## config.mk

```make
export PLATFORM = sky130hd
export DESIGN_NAME = cca3_nbr_unit
export DESIGN_NICKNAME = d
export VERILOG_FILES = /design/src/rtl/cca3_pkg.sv /design/src/rtl/cca3_nbr_unit.sv
export SDC_FILE = /design/constraint.sdc
export NUM_CORES = 1
export LEC_CHECK = 0
export BUFFER_PORTS_ARGS = -buffer_cell sky130_fd_sc_hd__buf_2
export CORE_MARGIN = 3
export CORE_UTILIZATION = 40
export DETAILED_ROUTE_END_ITERATION = 10
export GPL_TIMING_DRIVEN = 0
export REMOVE_ABC_BUFFERS = 1
export SYNTH_ARGS = -nofsm -noshare
export SYNTH_HDL_FRONTEND = slang
export SYNTH_SLANG_ARGS = --single-unit
```

## constraint.sdc

```tcl
create_clock -name clk -period 3.3 [get_ports clk]
set_input_delay 0.33 -clock clk [delete_from_list [all_inputs] [get_ports clk]]
set_output_delay 0.33 -clock clk [all_outputs]
set_load 0.02 [all_outputs]
```

## src/rtl/cca3_pkg.sv

```systemverilog
// ----------------------------------------------------------------------------
// cca3_pkg
// Shared types, codes and the palette for the 3D cyclic automaton unit.
// ----------------------------------------------------------------------------
package cca3_pkg;

  localparam logic [1:0] OP_WRITE = 2'd0;
  localparam logic [1:0] OP_ADV   = 2'd1;
  localparam logic [1:0] OP_READ  = 2'd2;
  localparam logic [1:0] OP_NONE  = 2'd3;

  localparam logic [1:0] REG_SIZE_X = 2'd0;
  localparam logic [1:0] REG_SIZE_Y = 2'd1;
  localparam logic [1:0] REG_SIZE_Z = 2'd2;
  localparam logic [1:0] REG_THRESH = 2'd3;

  localparam logic [3:0] LAST_STATE = 4'd11;

  // neighbor offset digits {dz, dy, dx}, each 0..2 meaning -1..+1
  localparam logic [5:0] D_FIRST  = 6'b00_00_00;
  localparam logic [5:0] D_CENTER = 6'b01_01_01;
  localparam logic [5:0] D_LAST   = 6'b10_10_10;

  typedef enum logic [3:0] {
    S_CLR,
    S_IDLE,
    S_MOD,
    S_RD,
    S_RDW,
    S_ADV_ISS,
    S_ADV_DRN,
    S_ADV_WB,
    S_OUT
  } cca3_state_t;

  typedef struct packed {
    logic vld;
    logic center;
  } cca3_rd_tag_t;

  function automatic logic [5:0] d_inc(input logic [5:0] d);
    logic [5:0] r;
    r = d;
    if (d[1:0] != 2'd2) begin
      r[1:0] = d[1:0] + 2'd1;
    end else begin
      r[1:0] = 2'd0;
      if (d[3:2] != 2'd2) begin
        r[3:2] = d[3:2] + 2'd1;
      end else begin
        r[3:2] = 2'd0;
        r[5:4] = (d[5:4] == 2'd2) ? 2'd0 : d[5:4] + 2'd1;
      end
    end
    return r;
  endfunction

  function automatic logic [3:0] succ_state(input logic [3:0] s);
    return (s >= LAST_STATE) ? 4'd0 : s + 4'd1;
  endfunction

  function automatic logic [23:0] palette(input logic [3:0] s);
    logic [23:0] c;
    unique case (s)
      4'd0:    c = {8'd255, 8'd0,   8'd0};
      4'd1:    c = {8'd255, 8'd128, 8'd0};
      4'd2:    c = {8'd255, 8'd255, 8'd0};
      4'd3:    c = {8'd128, 8'd255, 8'd0};
      4'd4:    c = {8'd0,   8'd255, 8'd0};
      4'd5:    c = {8'd0,   8'd255, 8'd128};
      4'd6:    c = {8'd0,   8'd255, 8'd255};
      4'd7:    c = {8'd0,   8'd128, 8'd255};
      4'd8:    c = {8'd0,   8'd0,   8'd255};
      4'd9:    c = {8'd128, 8'd0,   8'd255};
      4'd10:   c = {8'd255, 8'd0,   8'd255};
      default: c = {8'd255, 8'd0,   8'd128};
    endcase
    return c;
  endfunction

endpackage

```

## src/rtl/cca3_nbr_unit.sv

```systemverilog
// ----------------------------------------------------------------------------
// cca3_nbr_unit
// Shared compare/count unit: latches the center cell, counts neighbors in
// the successor state and forms the cell's next state.
// ----------------------------------------------------------------------------
module cca3_nbr_unit (
  input  logic                  clk,
  input  cca3_pkg::cca3_rd_tag_t rd_tag,
  input  logic [3:0]            rd_data,
  input  logic [4:0]            threshold,
  output logic [3:0]            new_state
);
  import cca3_pkg::*;

  logic [3:0] cur_r;
  logic [4:0] cnt_r;
  logic [3:0] succ;

  assign succ = succ_state(cur_r);

  always_ff @(posedge clk) begin
    if (rd_tag.vld) begin
      if (rd_tag.center) begin
        cur_r <= rd_data;
        cnt_r <= '0;
      end else if (rd_data == succ) begin
        cnt_r <= cnt_r + 5'd1;
      end
    end
  end

  assign new_state = (cnt_r >= threshold) ? succ : cur_r;

endmodule

```

# Word-level counts from Yosys, hierarchy flattened
# Cells that the tools add are included.
[word_totals]
reg_bits = 9
input_bits = 12
out_inout_bits = 4
wordCells = 13
[op_classes]
add_sub_neg = 2
n_lt_le_gt_ge = 2
n_eq_ne = 1
muxes = 3
reduce_logical = 3
[ops]
columns = ["op", "n"]
rows = [
  ["$mux W4", 2],
  ["$add A5 B1 Y5 const B", 1],
  ["$ge A5 B5 Y1", 1],
  ["$mux W5", 1],
  ["$add A4 B1 Y4 const B", 1],
  ["$eq A4 B4 Y1", 1],
  ["$ge A4 B4 Y1 const B", 1],
  ["$reduce_and A2 Y1", 2],
  ["$reduce_bool A2 Y1", 1],
]

# Depth between registers and ports, before layout
[depth]
depth_word = 5
depth_mapped = 7
depth_no_buf = 7

# Worst setup path before layout
# OpenSTA, ideal clock, no wires.
[synth_path]
kind = "register to output"
from = "register cnt_r[2]"
to = "output new_state[0]"
arrival_ns = 1.582
required_time_ns = 2.970
slack_ns = 1.388
path_stages_with_launch = 6
path_buffers = 0
cell_sequence = "edfxtp_1 -> ha_1 -> a21o_1 -> a31oi_1 -> o21ai_2 -> mux2i_1"
[synth_via]
elab_chain_len = 2
[synth_rtl]
columns = ["item", "line", "source"]
rows = [
  ["from (decl)", "cca3_nbr_unit.sv:16", "logic [4:0] cnt_r;"],
  ["from (signal assigned)", "cca3_nbr_unit.sv:27", "cnt_r <= cnt_r + 5'd1;"],
  ["$ge A5 B5 Y1", "cca3_nbr_unit.sv:32", "assign new_state = (cnt_r >= threshold) ? succ : cur_r;"],
  ["$mux W4", "cca3_nbr_unit.sv:32", ""],
  ["to (decl)", "cca3_nbr_unit.sv:11", "output logic [3:0] new_state"],
]
# No other way between the ends.

# Worst setup path in the final report
[layout_path]
from = "register cnt_r[2]"
to = "output new_state[2]"
# Same word-level chain as after synthesis.

==> impl_metrics.toml <==
[outcome]
status = "complete, no violations"

[detailed_routing]
drt-wirelength-per-cell_um = 10.78
routed_wl_mm = 1.078
drc_errors = 0
firstDrtPassIters = 4
antenna_left = 0
drt_iter0_drc = 10
vias_per_cell = 4.980
vias = 498

[sta]
period_minus_slack_ns = 2.294
hold_viol_final = 0
tightestPinTransition_ns = 0.3336
finClkSkew_ns = 0.002450
relSlewSlack_pct = 77.76
rsz0062_at_grt = "false"
setup_viol_count_final = 0
post-route-period-util_pct = 69.50
fin_tns_setup_ns = 0
maxSlewViolCount = 0
fin_ws_ns = 1.006
max_freq_ghz = 0.4360

[worst_setup_path]
startpoint = "cnt_r[2]$_SDFFCE_PP0P_"
cp_slowest_cell = "edfxtp_1"
critPathTopFamily = "compound AO/OA/AOI/OAI gates"
cp-start-kind = "flop"
path_cells = "ha_1 -> a21o_1 -> a31oi_1 -> o21ai_2 -> o21ai_1 -> a22o_1 -> buf_2"
crit_fanout = 6
rrSetupSlack_ns = 1.37
worstPathRequired_ns = 2.97
end_kind = "output port"
crit_path_max_incr_delay_ns = 0.44
r2r_start = "cur_r[0]$_DFFE_PP_"
critical_path_class = "flop to output port"
crit_buf_inv = 1
cp_data_arrival_time_ns = 1.96

[clock_network]
clk_path_buf_depth = 2
cts_buffers = 3
cts-root-buf = "clkbuf_4"
clkSinkCount = 9
ctsHoldBuffers = 0
cts_resized = 0
cts_tree = "done"
h-tree-depth = 1
insertion_delay_ns = 0.25
post_cts_buffers = 0
clkTransAtPathRegs_ns = 0.06

[yosys]
ys_warn_count = 0
synth-async-reset-ratio_pct = 0
yosysTopAreaCell = "edfxtp_1"
synth.distinct_cells = 28
syn_inst = 66
synth_seq_cells = 9
netlist_area_um2 = 673.1
synth_edf_count = 9
synth_top_cells_by_area = "edfxtp_1 (40%), ha_1 (13%), inv_1 (4.5%)"
ys_seq_area_share_pct = 40.15
ys.flop_type = "edfxtp_1"
synth_top_area_share_pct = 40.15
synth_area_per_cell_um2 = 10.20

[power_and_ir_drop]
peakVddDrop_uv = 285.0
pwr-share-comb_pct = 26.0
power_frac_seq_pct = 47.8
power_frac_clock_pct = 26.2
power_w = 0.0003042
switching_power_w = 0.00008588
p_leak_nw = 0.3555
internal-power_w = 0.0002183
switching_share_pct = 28.23
pwr_density_cell_nw_per_um2 = 388.4

[grt]
grt-busiest-layer = "met1"
grt_first_pass_wirelength_mm = 1.718
grt_max_degree = 9
antenna_found_initial = 0
grt_util_met1_pct = 15.71
use_met2_pct = 15.45
grt_use_met3_pct = 3.448
grt_usage_pct = 11.09
grt_pass1_vias = 433
grt_overflow_total = 0

[floorplan]
die_w_um = 47.02
ios = 16
die_area_um2 = 2211
initial_utilization_pct = 43.67
core_um2 = 1541
fp.dieH_um = 47.02
std_cell_rows = 14

[placed_design]
dp_hpwl_um = 868
gp_congestion = 0.7496
placedInstanceArea_um2 = 757.0
dp_slack_ns = 1.245
io_buffer_count = 15

[finish]
mostFrequentLayoutCells = "buf_2 (15), edfxtp_1 (9), inv_1 (8), ha_1 (7), nor2_1 (6)"
layout_commonest_cell = "buf_2"
final_nets = 104
syn_to_final_growth_pct = 16.36
regArea_um2 = 270.3
multiInputGateArea_um2 = 361.6
drive_gt1_share_pct = 27.38
final_core_util_pct = 50.81
fillCellCount = 161
diodes = 0
fin_area_um2 = 783.3

[min_path]
min_from = "rd_data[1]"
hold_path.class = "primary input to flop"

[job]
maxCapViolations = 0
synthesized netlist by cell type, types with 2 or more instances:
cell      n
a21oi_1   3
edfxtp_1  9
ha_1      7
inv_1     8
nand2_1   3
nand3_1   4
nor2_1    6
o21ai_1   2
o21ai_2   2
xnor2_1   2
xor2_1    3
kinds of logic after synthesis:
kind of cell / synth area share [%]
AND/OR/NAND/NOR: 12.83
multiplexers: 3.717
adder cells (fa/ha/maj): 13.01
XOR/XNOR: 6.507
buffers and inverters: 6.134
AO/OA/AOI/OAI: 17.66
flip-flops: 40.15
worst paths after layout:
path	endpoint	cells after the start
worst min register to register	cnt_r[0]$_SDFFCE_PP0P_	1
worst max register to register	cnt_r[2]$_SDFFCE_PP0P_	5
worst max-delay path	new_state[2]	7
worst min-delay path	cur_r[1]$_DFFE_PP_	1
final cells by class:
cell class	count	share of cell area, %
clock buffers	4	3.355
repair buffers	15	9.585
well taps	16	2.556
multi-input cells	48	46.17
inverters	8	3.834
flip-flops and latches	9	34.50
flip-flops by register name, summed over array words and instances (netlist names):
register,cells
cnt_r,5
cur_r,4
metrics by stage:
stage,hold WS [ns],instances
6_report,0.2719,100
5_1_grt,0.2664,100
4_1_cts,0.2653,100
3_5_place_dp,0.5258,96
3_3_place_gp,0.5237,96
2_1_floorplan,0.4289,65
layer usage:
metal,up-vias,wire [µm],part of all wire [%]
met4,0,14,1.3
li1,275,-,-
met3,2,62,5.8
met2,11,407,38
met1,210,593,55
met5,-,0,0
power groups by stage:
stage | Sequential, W | Clock (W) | Combinational (W)
after global placement | 0.000147 | 0 | 0.0000789
after CTS | 0.000145 | 0.0000835 | 0.0000804
final | 0.000145 | 0.0000797 | 0.0000792
after detailed placement | 0.000148 | 0 | 0.0000796
after global routing | 0.000147 | 0.0000919 | 0.0000896
after floorplan | 0.000145 | 0 | 0.0000581
(Power assumes the default switching activity.)
